--- src/hdl/brfs_pkg.sv ---
// Shared types and constants for the brute-force radius search block.
package brfs_pkg;

    // Width of the squared radius register.
    localparam int RADIUS_BITS = 33;

    // Reset value of the squared radius.
    localparam logic [RADIUS_BITS-1:0] RADIUS_RESET = 33'd429484;

    // Width of the label field on the result stream.
    localparam int OUT_LABEL_BITS = 16;

    // Request kinds carried on the input tuser.
    typedef enum logic [1:0] {
        REQ_CLEAR  = 2'd0,
        REQ_INSERT = 2'd1,
        REQ_QUERY  = 2'd2,
        REQ_UNUSED = 2'd3
    } req_t;

    // Result status codes carried on the output tuser.
    typedef enum logic [2:0] {
        ST_CLEARED = 3'd0,
        ST_INSERTED = 3'd1,
        ST_FULL = 3'd2,
        ST_MATCH = 3'd3,
        ST_NOMATCH = 3'd4
    } status_t;

    // Control that goes with each scan step into the distance unit.
    typedef struct packed {
        logic adv;
        logic valid;
        logic fin;
    } scan_ctl_t;

    // Outcome of one scan step leaving the distance unit.
    typedef struct packed {
        logic valid;
        logic hit;
        logic fin;
    } scan_res_t;

endpackage

--- src/hdl/brfs_cell.sv ---
// One storage cell of the point ring: holds a single point and its label.
module brfs_cell #(
    parameter int POINT_BITS = 48
) (
    input  logic                  clk,
    input  logic                  shift_en,
    input  logic                  wr_en,
    input  logic [POINT_BITS-1:0] wr_point,
    input  logic [POINT_BITS-1:0] nb_point,
    output logic [POINT_BITS-1:0] point
);

    logic [POINT_BITS-1:0] point_reg;

    // A write from the insert path wins; otherwise the cell takes its neighbor's point.
    always_ff @(posedge clk)
    begin
        if (wr_en)
        begin
            point_reg <= wr_point;
        end
        else if (shift_en)
        begin
            point_reg <= nb_point;
        end
    end

    assign point = point_reg;

endmodule

--- src/hdl/brfs_dist.sv ---
// Two-stage squared distance unit with the radius compare at its output.
module brfs_dist #(
    parameter int COORD_BITS = 16,
    parameter int LABEL_BITS = 16
) (
    input  logic                                clk,
    input  logic                                rst_n,
    input  brfs_pkg::scan_ctl_t                 ctl,
    input  logic [2*COORD_BITS+LABEL_BITS-1:0]  point,
    input  logic [COORD_BITS-1:0]               qx,
    input  logic [COORD_BITS-1:0]               qy,
    input  logic [brfs_pkg::RADIUS_BITS-1:0]    radius,
    output brfs_pkg::scan_res_t                 res,
    output logic [LABEL_BITS-1:0]               label
);

    localparam int SQW = 2 * COORD_BITS;
    localparam int SUMW = SQW + 1;
    localparam int CMPW = (SUMW > brfs_pkg::RADIUS_BITS) ? SUMW : brfs_pkg::RADIUS_BITS;

    logic [COORD_BITS-1:0] px;
    logic [COORD_BITS-1:0] py;
    logic [LABEL_BITS-1:0] plab;
    logic [COORD_BITS-1:0] dx_next;
    logic [COORD_BITS-1:0] dy_next;

    logic [COORD_BITS-1:0] dx_reg;
    logic [COORD_BITS-1:0] dy_reg;
    logic [LABEL_BITS-1:0] lab1_reg;
    logic                  v1_reg;
    logic                  f1_reg;

    logic [SQW-1:0]        sqx_next;
    logic [SQW-1:0]        sqy_next;
    logic [SQW-1:0]        sqx_reg;
    logic [SQW-1:0]        sqy_reg;
    logic [LABEL_BITS-1:0] lab2_reg;
    logic                  v2_reg;
    logic                  f2_reg;

    logic [SUMW-1:0]       dist_sum;

    // Unpack the point at the head of the ring.
    assign px = point[COORD_BITS-1:0];
    assign py = point[SQW-1:COORD_BITS];
    assign plab = point[SQW+LABEL_BITS-1:SQW];

    // Absolute coordinate differences.
    assign dx_next = (px >= qx) ? (px - qx) : (qx - px);
    assign dy_next = (py >= qy) ? (py - qy) : (qy - py);

    // Squares of the registered differences.
    assign sqx_next = SQW'(dx_reg) * SQW'(dx_reg);
    assign sqy_next = SQW'(dy_reg) * SQW'(dy_reg);

    // Stage control flags.
    always_ff @(posedge clk or negedge rst_n)
    begin
        if (!rst_n)
        begin
            v1_reg <= 1'b0;
            f1_reg <= 1'b0;
            v2_reg <= 1'b0;
            f2_reg <= 1'b0;
        end
        else if (ctl.adv)
        begin
            v1_reg <= ctl.valid;
            f1_reg <= ctl.fin;
            v2_reg <= v1_reg;
            f2_reg <= f1_reg;
        end
    end

    // Stage payload.
    always_ff @(posedge clk)
    begin
        if (ctl.adv)
        begin
            dx_reg <= dx_next;
            dy_reg <= dy_next;
            lab1_reg <= plab;
            sqx_reg <= sqx_next;
            sqy_reg <= sqy_next;
            lab2_reg <= lab1_reg;
        end
    end

    // Sum of squares against the squared radius, strictly less than.
    assign dist_sum = SUMW'(sqx_reg) + SUMW'(sqy_reg);
    assign res.valid = v2_reg;
    assign res.fin = f2_reg;
    assign res.hit = CMPW'(dist_sum) < CMPW'(radius);
    assign label = lab2_reg;

endmodule

--- src/hdl/brute_force_radius_search.sv ---
// Top level of the brute-force fixed-radius near-neighbor search block.
//
// Requests enter on s_axis: tuser is the request kind (clear, insert, query),
// tdata packs coord_x, coord_y and point_label. Results leave on m_axis:
// tuser is the status, tdata the matching label, tlast marks the final result
// of each request. cfg_wr_en with cfg_wr_data loads the squared radius.
// Clear and insert give their single result in the cycle after they are
// taken. A query rotates the ring of CAPACITY point cells once around, one
// point per cycle while the output is not stalled, through a two-stage
// distance unit, and holds the input until its final result is loaded. Matches
// come out in insertion order; one match is held back so that the final one
// can carry tlast, and a query with no match gives one no-match result.
// Reset empties the table and restores the default radius. When the receiver
// stalls, the result waits in the output register and the whole scan pauses
// with it; no request is taken while a result is waiting and not taken.
module brute_force_radius_search #(
    parameter int CAPACITY = 64,
    parameter int COORD_BITS = 16,
    parameter int LABEL_BITS = 16
) (
    input  logic                                   clk,
    input  logic                                   rst_n,
    // Bits from low: coord_x, coord_y, point_label, zero fill to whole bytes.
    input  logic [((2*COORD_BITS+LABEL_BITS+7)/8)*8-1:0] s_axis_tdata,
    // Bits from low: req_type.
    input  logic [1:0]                             s_axis_tuser,
    input  logic                                   s_axis_tvalid,
    output logic                                   s_axis_tready,
    // Bits from low: match_label.
    output logic [15:0]                            m_axis_tdata,
    // Bits from low: status.
    output logic [2:0]                             m_axis_tuser,
    output logic                                   m_axis_tlast,
    output logic                                   m_axis_tvalid,
    input  logic                                   m_axis_tready,
    input  logic                                   cfg_wr_en,
    input  logic [brfs_pkg::RADIUS_BITS-1:0]       cfg_wr_data
);

    localparam int PW = 2 * COORD_BITS + LABEL_BITS;
    localparam int CW = $clog2(CAPACITY + 1);

    logic [PW-1:0]                      ring [CAPACITY];
    logic [PW-1:0]                      in_point;
    logic                               in_acc;
    brfs_pkg::req_t                     in_req;
    logic                               adv;
    logic                               rotate;
    logic                               ins_ok;
    brfs_pkg::scan_ctl_t                ctl;
    brfs_pkg::scan_res_t                res;
    logic [LABEL_BITS-1:0]              res_label;
    logic [31:0]                        pend_wide;

    logic [brfs_pkg::RADIUS_BITS-1:0]   radius_reg;
    logic [CW-1:0]                      fill_reg;
    logic [CW-1:0]                      fill_next;
    logic [CW-1:0]                      scan_reg;
    logic [CW-1:0]                      scan_next;
    logic                               busy_reg;
    logic                               busy_next;
    logic                               issue_reg;
    logic                               issue_next;
    logic [COORD_BITS-1:0]              qx_reg;
    logic [COORD_BITS-1:0]              qy_reg;
    logic                               pend_reg;
    logic                               pend_next;
    logic [LABEL_BITS-1:0]              pend_lab_reg;
    logic [LABEL_BITS-1:0]              pend_lab_next;
    logic                               ov_reg;
    logic                               ov_next;
    brfs_pkg::status_t                  ost_reg;
    brfs_pkg::status_t                  ost_next;
    logic [brfs_pkg::OUT_LABEL_BITS-1:0] olab_reg;
    logic [brfs_pkg::OUT_LABEL_BITS-1:0] olab_next;
    logic                               olast_reg;
    logic                               olast_next;
    logic                               oload;

    // Handshake: the pipeline moves whenever the output slot is free or being emptied.
    assign adv = !ov_reg || m_axis_tready;
    assign s_axis_tready = !busy_reg && adv;
    assign in_acc = s_axis_tvalid && s_axis_tready;
    assign in_req = brfs_pkg::req_t'(s_axis_tuser);
    assign in_point = s_axis_tdata[PW-1:0];
    assign ins_ok = in_acc && (in_req == brfs_pkg::REQ_INSERT) && (fill_reg < CW'(CAPACITY));

    // Scan issue: the ring turns once around, then a final flush step follows.
    assign rotate = adv && issue_reg && (scan_reg != CW'(CAPACITY));
    assign ctl.adv = adv;
    assign ctl.valid = issue_reg && (scan_reg < fill_reg);
    assign ctl.fin = issue_reg && (scan_reg == CW'(CAPACITY));

    // Ring of point cells; cell 0 is the head that feeds the distance unit.
    for (genvar i = 0; i < CAPACITY; i++)
    begin : g_cell
        brfs_cell #(
            .POINT_BITS(PW)
        ) u_cell (
            .clk     (clk),
            .shift_en(rotate),
            .wr_en   (ins_ok && (fill_reg == CW'(i))),
            .wr_point(in_point),
            .nb_point(ring[(i + 1) % CAPACITY]),
            .point   (ring[i])
        );
    end

    brfs_dist #(
        .COORD_BITS(COORD_BITS),
        .LABEL_BITS(LABEL_BITS)
    ) u_dist (
        .clk   (clk),
        .rst_n (rst_n),
        .ctl   (ctl),
        .point (ring[0]),
        .qx    (qx_reg),
        .qy    (qy_reg),
        .radius(radius_reg),
        .res   (res),
        .label (res_label)
    );

    assign pend_wide = 32'(pend_lab_reg);

    // Request handling, match hold-back and output register loading.
    always_comb
    begin
        fill_next = fill_reg;
        scan_next = scan_reg;
        busy_next = busy_reg;
        issue_next = issue_reg;
        pend_next = pend_reg;
        pend_lab_next = pend_lab_reg;
        oload = 1'b0;
        ost_next = ost_reg;
        olab_next = olab_reg;
        olast_next = olast_reg;

        if (in_acc)
        begin
            case (in_req)
                brfs_pkg::REQ_CLEAR:
                begin
                    fill_next = '0;
                    oload = 1'b1;
                    ost_next = brfs_pkg::ST_CLEARED;
                    olab_next = '0;
                    olast_next = 1'b1;
                end
                brfs_pkg::REQ_INSERT:
                begin
                    oload = 1'b1;
                    olab_next = '0;
                    olast_next = 1'b1;
                    if (ins_ok)
                    begin
                        fill_next = fill_reg + 1'b1;
                        ost_next = brfs_pkg::ST_INSERTED;
                    end
                    else
                    begin
                        ost_next = brfs_pkg::ST_FULL;
                    end
                end
                brfs_pkg::REQ_QUERY:
                begin
                    busy_next = 1'b1;
                    issue_next = 1'b1;
                    scan_next = '0;
                    pend_next = 1'b0;
                end
                default:
                begin
                    busy_next = busy_reg;
                end
            endcase
        end

        // Step counter of the ring rotation.
        if (adv && issue_reg)
        begin
            if (scan_reg == CW'(CAPACITY))
            begin
                issue_next = 1'b0;
            end
            else
            begin
                scan_next = scan_reg + 1'b1;
            end
        end

        // A new match releases the one held back; the flush step ends the run.
        if (adv && res.valid && res.hit)
        begin
            if (pend_reg)
            begin
                oload = 1'b1;
                ost_next = brfs_pkg::ST_MATCH;
                olab_next = pend_wide[brfs_pkg::OUT_LABEL_BITS-1:0];
                olast_next = 1'b0;
            end
            pend_next = 1'b1;
            pend_lab_next = res_label;
        end
        else if (adv && res.fin)
        begin
            oload = 1'b1;
            olast_next = 1'b1;
            busy_next = 1'b0;
            pend_next = 1'b0;
            if (pend_reg)
            begin
                ost_next = brfs_pkg::ST_MATCH;
                olab_next = pend_wide[brfs_pkg::OUT_LABEL_BITS-1:0];
            end
            else
            begin
                ost_next = brfs_pkg::ST_NOMATCH;
                olab_next = '0;
            end
        end

        if (oload)
        begin
            ov_next = 1'b1;
        end
        else if (m_axis_tready)
        begin
            ov_next = 1'b0;
        end
        else
        begin
            ov_next = ov_reg;
        end
    end

    // Control registers.
    always_ff @(posedge clk or negedge rst_n)
    begin
        if (!rst_n)
        begin
            radius_reg <= brfs_pkg::RADIUS_RESET;
            fill_reg <= '0;
            scan_reg <= '0;
            busy_reg <= 1'b0;
            issue_reg <= 1'b0;
            pend_reg <= 1'b0;
            ov_reg <= 1'b0;
        end
        else
        begin
            if (cfg_wr_en)
            begin
                radius_reg <= cfg_wr_data;
            end
            fill_reg <= fill_next;
            scan_reg <= scan_next;
            busy_reg <= busy_next;
            issue_reg <= issue_next;
            pend_reg <= pend_next;
            ov_reg <= ov_next;
        end
    end

    // Payload registers.
    always_ff @(posedge clk)
    begin
        if (in_acc && (in_req == brfs_pkg::REQ_QUERY))
        begin
            qx_reg <= in_point[COORD_BITS-1:0];
            qy_reg <= in_point[2*COORD_BITS-1:COORD_BITS];
        end
        pend_lab_reg <= pend_lab_next;
        ost_reg <= ost_next;
        olab_reg <= olab_next;
        olast_reg <= olast_next;
    end

    assign m_axis_tvalid = ov_reg;
    assign m_axis_tuser = ost_reg;
    assign m_axis_tdata = olab_reg;
    assign m_axis_tlast = olast_reg;

endmodule

--- config.mk ---
export PLATFORM = sky130hd
export DESIGN_NAME = brute_force_radius_search
export DESIGN_NICKNAME = d
export VERILOG_FILES = /design/src/hdl/brfs_pkg.sv /design/src/hdl/brfs_cell.sv /design/src/hdl/brfs_dist.sv /design/src/hdl/brute_force_radius_search.sv
export SDC_FILE = /design/constraint.sdc
export NUM_CORES = 2
export LEC_CHECK = 0
export ABC_CLOCK_PERIOD_IN_PS = 21800
export BUFFER_PORTS_ARGS = -buffer_cell sky130_fd_sc_hd__clkbuf_2
export CAP_MARGIN = 0
export CORE_ASPECT_RATIO = 0.6
export CORE_MARGIN = 2
export CORE_UTILIZATION = 40
export CTS_BUF_LIST = sky130_fd_sc_hd__clkbuf_8
export CTS_CLUSTER_DIAMETER = 100
export CTS_CLUSTER_SIZE = 12
export DETAILED_ROUTE_END_ITERATION = 8
export SYNTH_ARGS = -nofsm -noshare
export SYNTH_HDL_FRONTEND = slang
export SYNTH_SLANG_ARGS = --single-unit
--- constraint.sdc ---
create_clock -name clk -period 21.8 [get_ports clk]
set_input_delay 2.18 -clock clk [delete_from_list [all_inputs] [get_ports clk]]
set_output_delay 2.18 -clock clk [all_outputs]
set_load 0.05 [all_outputs]
## Word-level counts from Yosys, hierarchy flattened

Cells that the tools add are included.

- Flip-flop bits (word level): 3,323
- Input bits: 88
- Output and inout bits: 22
- Word-level logic and storage cells: 494

- $add $sub $neg: 7
- Multipliers: 2
- Order comparisons: 5
- Eq/ne operators: 68
- Mux-type cells: 173
- Reductions and logical operators: 152

Operators by type and width:

| kind | number |
|---|---|
| 2-to-1 mux 48 bit | 128 |
| == test 7 x 6 -> 1 bit (second input constant) | 32 |
| nonzero test 2 bit | 66 |
| 2-to-1 mux 16 bit | 8 |
| == test 7 x 5 -> 1 bit (second input constant) | 16 |
| logical AND 1 bit | 76 |
| multiplier 16 x 16 -> 32 bit | 2 |
| subtractor 16 bit | 4 |
| == test 7 x 4 -> 1 bit (second input constant) | 8 |
| 2-to-1 mux 7 bit | 5 |
| adder 32 x 32 -> 33 bit | 1 |
| < comparator 33 bit | 1 |
| >= comparator 16 bit | 2 |
| == test 7 x 3 -> 1 bit (second input constant) | 4 |
| 2-to-1 mux 1 bit | 24 |
| 2-to-1 mux 3 bit | 5 |
| adder 7 x 1 -> 7 bit (second input constant) | 2 |
| == test 7 x 2 -> 1 bit (second input constant) | 2 |
| one-hot mux 7 bit (2 select lines) | 1 |
| == test 7 x 1 -> 1 bit (second input constant) | 1 |
| == test 7 bit (second input constant) | 1 |
| logical NOT 7 bit | 1 |
| < comparator 7 bit | 1 |
| < comparator 7 bit (second input constant) | 1 |
| other kinds (13) | 15 |

## Logic depth before layout (Yosys ltp)

- Word-level depth: 11
- Mapped depth: 24
- Depth with buffers taken out: 23

## By module

From an unflattened synthesis, not the netlist that was laid out.

- Cell total of the unflattened synthesis: 9,579
- Area total of the unflattened synthesis: 161,611.2 µm²

Modules (own cells, without submodules):

| module | times used | cells each | area each (µm²) | sequential area each (µm²) |
|---|---|---|---|---|
| brfs_cell | 64 | 102 | 2,067.0 | 1,441.4 |
| brfs_dist | 1 | 2,638 | 24,327.1 | 3,883.7 |
| brute_force_radius_search | 1 | 413 | 4,997.3 | 3,130.5 |

## Worst setup path before layout

No wires, ideal clock.

- Path type: in2reg
- Start point: in m_axis_tready
- End point: reg g_cell[0].u_cell.point_reg[0] (enable)
- Library setup time: 0.520 ns
- Data arrival time: 8.194 ns
- Required time: 21.280 ns
- Slack: 13.086 ns
- Stages: 11
- Buffers on the path: 3
- Cell sequence: nor2b_1 buf_2 clkinv_2 nand3b_1 nor2_4 nand2_1 nor2_2 nand3_1 clkbuf_1 clkbuf_1 o21ai_0

- Word-level cells in the longest chain between the ends: 7
- Elaborated cells between the ends (all ways): 9
- Classes of those cells: reduce/logical: 9

Ends and longest elaborated chain:

| element | RTL line | source |
|---|---|---|
| start: declaration | brute_force_radius_search.sv:35 | `input logic m_axis_tready,` |
| logical OR 1 bit * | brute_force_radius_search.sv:81 | `assign adv = !ov_reg \|\| m_axis_tready;` |
| logical AND 1 bit | brute_force_radius_search.sv:82 | `assign s_axis_tready = !busy_reg && adv;` |
| logical AND 1 bit | brute_force_radius_search.sv:83 | `assign in_acc = s_axis_tvalid && s_axis_tready;` |
| logical AND 1 bit (2 in a row) | brute_force_radius_search.sv:86 | `assign ins_ok = in_acc && (in_req == brfs_pkg::REQ_INSERT) && (fill_reg < CW'(CAPACITY));` |
| logical AND 1 bit | brute_force_radius_search.sv:102 | `.wr_en (ins_ok && (fill_reg == CW'(i))),` |
| nonzero test 2 bit (no line) * | -- |  |
| end signal: assignment | brfs_cell.sv:20 | `point_reg <= wr_point;` |
| end signal: assignment | brfs_cell.sv:24 | `point_reg <= nb_point;` |
| end: declaration | brfs_cell.sv:13 | `logic [POINT_BITS-1:0] point_reg;` |

Every way passes the cells marked *; elsewhere a longest branch is shown, timed or not.
A chain may end at the register's enable or synchronous reset.

## Worst setup path after layout

- Start point: reg u_dist.dy_reg[3]
- End point: reg u_dist.sqy_reg[28] (data pin)

- Word-level cells in the longest chain between the ends: 1

Ends and longest elaborated chain:

| element | RTL line | source |
|---|---|---|
| start: declaration | brfs_dist.sv:28 | `logic [COORD_BITS-1:0] dy_reg;` |
| start signal: assignment | brfs_dist.sv:81 | `dy_reg <= dy_next;` |
| multiplier 16 x 16 -> 32 bit | brfs_dist.sv:54 | `assign sqy_next = SQW'(dy_reg) * SQW'(dy_reg);` |
| named net u_dist.sqy_next[28] | brfs_dist.sv:34 | `logic [SQW-1:0] sqy_next;` |
| end signal: assignment | brfs_dist.sv:84 | `sqy_reg <= sqy_next;` |
| end: declaration | brfs_dist.sv:36 | `logic [SQW-1:0] sqy_reg;` |

The timed path passes the listed nets, and every way through them passes these cells.

==> impl_results.md <==
- Status: finished, final reports clean
- Unrepaired setup endpoints after global routing: no
- Max Cap Viol: 0
- Buffers on Ports: 109
- CP max-delay cell: edfxtp_1
- Clock slew seen by the registers of the worst setup and hold paths: 130 ps
- Clk sink count: 3,321
- Max Fanout on Critical Path: 13
- Most frequent cells in the layout: 3,246 x edfxtp_1, 3,059 x mux2_2, 666 x inv_1
- Synth Instances: 9,846
- Final Setup Violations: 0
- Global Route Usage Sum: 21.3%
- Clk_skew: 64.5 ps
- Final Hold Fails: 0
- Mapped Area: ~160,000 sq um
- Post-Route WL: 438,000 microns
- Vias/cell: 5.66
- Share of cells above drive strength 1: 39.4%
- Achievable Freq: 131 MHz
- Crit-path max cell delay: around 700 ps
- Vias in the first global route: 85,175
- Tightest Hold Check Type: reg -> reg
- Chip height: 492 microns
- CP delay by family, top: adder cells
- Area of the die: 401,000 sq um
- Syn Nets: between 10,000 and 15,000
- CTS tree: done
- CP startpoint kind: register
- Most common cell after layout, fill and taps aside: edfxtp_1
- Setup TNS: 0 ps
- Core ar.: 393,000 sq um
- Via count: about 85,000
- Minimum clock period: 7660 ps
- Standard-cell rows: between 150 and 200
- Largest family of logic cells by synthesized area: multiplexers
- Starting density of the core: 40.3%
- Syn avg cell area: between 15 and 20 sq um
- Cell mode on critical path: fa_1
- Sequential element share of the synthesized area: between 60 and 70%
- DRT Pass-1 Iters: 5
- Top FF cell, synth: edfxtp_1
- Average wire per standard cell: around 30 microns
- CTS Buf Count: 319
- I/O Pins: 110
- Post-synth ARST share: ~1.7%
- Total grt overflow: 0
- Setup ws final: 14,140 ps
- Clock Path Buffers: 4
- Resize count post-CTS: 0
- Hold slack: 419 ps
- Multiplexer share of the synthesized area: 22.0%
- Nets@finish: 10,423
- Pin count of the biggest net entering global routing: 86
- Drt drc: 0
- Pre-CTS WS: roughly 14,000 ps
- Setup CP Type: reg -> reg
- Initial antenna violation count: 60
- Setup Fix Bufs, Post-CTS: 0
- Critical Path RT: ~23,000 ps
- HPWL Detailed: 277,000 microns
- Compound-Gate Fraction of Synth Area: under 10%
- Post-route ant nets: 0
- Reg2reg start: u_dist.dy_reg[3]
- H-tree levels: 5
- Synth-to-Final Area Change: 6.74%
- Simple-gate share of the synthesized area: under 10%
- Global placer's final weighted congestion: 0.924
- Worst path buffer plus inverter count: 4
- Synth Area in Adders: 6.80%
- Initial detailed-routing violation count: 10,373
- Post-Place Cell Area: 164,000 sq um
- Worst rel slew slack: roughly 8.4%
- Root Buffer: clkbuf_8
- Die X-Extent: 817 microns
- First-pass GRT wire length: 631,000 microns
- Post-route cell area: 169,000 sq um
- Post-synthesis xor/xnor area fraction: 0.691%
- Post-synth cell types: approximately 80
- Crit path capture type: register
- Max FFs per register: around 3,100
- Tightest Pin Transition: 1370 ps
- Synth Register Bits: 3,321
- Slew Viols, Final: 0
- Post-synth EDFFs: 3,246
- Worst setup startpoint: u_dist.dy_reg[3]
- Clock Latency Late Sink: 1080 ps
- Worst Path Arrival: 8520 ps
- CP Cell Sequence: inv_1 > nor2_1 > ha_1 > xor2_1 > fa_1 > inv_1 > fa_1 > fa_1 > fa_1 > inv_1 > fa_1 > inv_1 > ha_1 > a21o_1 > a21o_1 > a2111oi_4 > nor3_2 > a2111o_1 > a311oi_4 > or4b_1 > o311ai_1
- Hold Crit Start: u_dist.label[3]
- Synth warn: 0
- Final period utilization: 35.1%
- Hold_buf cts: 0
## final timing paths
| check | end | slack (ps) | depth (start not counted) |
|---|---|---|---|
| max | u_dist.sqy_reg[28] | 14140 | 21 |
| min | pend_lab_reg[3] | 420 | 0 |
| max reg2reg | u_dist.sqy_reg[28] | 14140 | 21 |
| min reg2reg | pend_lab_reg[3] | 420 | 0 |
| max in group asynchronous | radius_reg[1] | 19930 | 2 |
| min in group asynchronous | radius_reg[25] | 1300 | 2 |
## Yosys cell counts, types with 6 or more instances
cell type | instances | area (sq um)
or3_1 | 8 | 50.1
a2111oi_0 | 6 | 52.6
o21bai_1 | 14 | 105
buf_2 | 147 | 736
dfxtp_1 | 20 | 400
dfrtp_1 | 45 | 1130
nor2_1 | 138 | 518
a31o_2 | 7 | 61.3
and2_1 | 87 | 544
nand2b_1 | 15 | 93.8
buf_4 | 72 | 541
a21o_1 | 69 | 518
and3_1 | 27 | 169
fa_1 | 328 | 6570
o211ai_1 | 18 | 135
nand4_1 | 11 | 68.8
buf_1 | 69 | 259
o31ai_1 | 11 | 82.6
a31oi_1 | 8 | 50.1
edfxtp_1 | 3246 | 97500
or2_2 | 10 | 62.6
inv_1 | 626 | 2350
a211oi_1 | 20 | 150
mux2i_1 | 19 | 190
nand2_1 | 336 | 1260
o31a_1 | 6 | 52.6
ha_1 | 336 | 4200
xnor2_1 | 75 | 657
nor3_1 | 31 | 155
clkbuf_1 | 466 | 1750
mux2_1 | 16 | 180
a22o_1 | 20 | 175
o21a_1 | 21 | 158
a21oi_1 | 109 | 546
xor2_1 | 50 | 438
dfstp_2 | 10 | 263
nand3_1 | 46 | 230
o21ai_0 | 132 | 661
mux2_2 | 3059 | 34400
nor2b_1 | 27 | 169
a221oi_1 | 9 | 78.8
## cells by family after synthesis
| family | Yosys count |
|---|---|
| AOI/OAI and AO/OA | 496 |
| xor gates and xnor gates | 125 |
| adders and majority gates | 664 |
| buffers and inverters | 1385 |
| DFF | 3321 |
| muxes | 3094 |
| and+or+nand+nor | 761 |
## routing by layer
| metal | global-route usage [%] | wire, microns |
|---|---|---|
| met3 | 5.84 | 44400 |
| met2 | 27.9 | 171000 |
| met5 | 0 | 76 |
| met1 | 34.9 | 216000 |
| met4 | 3.65 | 7400 |
## cell type report
cell class	count	area, sq um
Inverter	627	2360
Multi-Input combinational cell	5140	54300
Antenna cell	11	27.5
Tap cell	5220	6530
Fill cell	34291	224000
Timing Repair Buffer	262	1830
Clock buffer	326	4490
Sequential cell	3321	99300
Clock inverter	58	310
## stage by stage
| step | cells | util (%) |
|---|---|---|
| after floorplan | 9846 | - |
| after global placement | 14569 | 41.8 |
| after detailed placement | 14569 | 41.8 |
| after CTS | 14953 | 43.0 |
| after global routing | 14958 | 43.0 |
| final | 14965 | 43.0 |
Power is not shown: default switching activity piles up to over one toggle a cycle in this logic, so the estimate is an artifact.
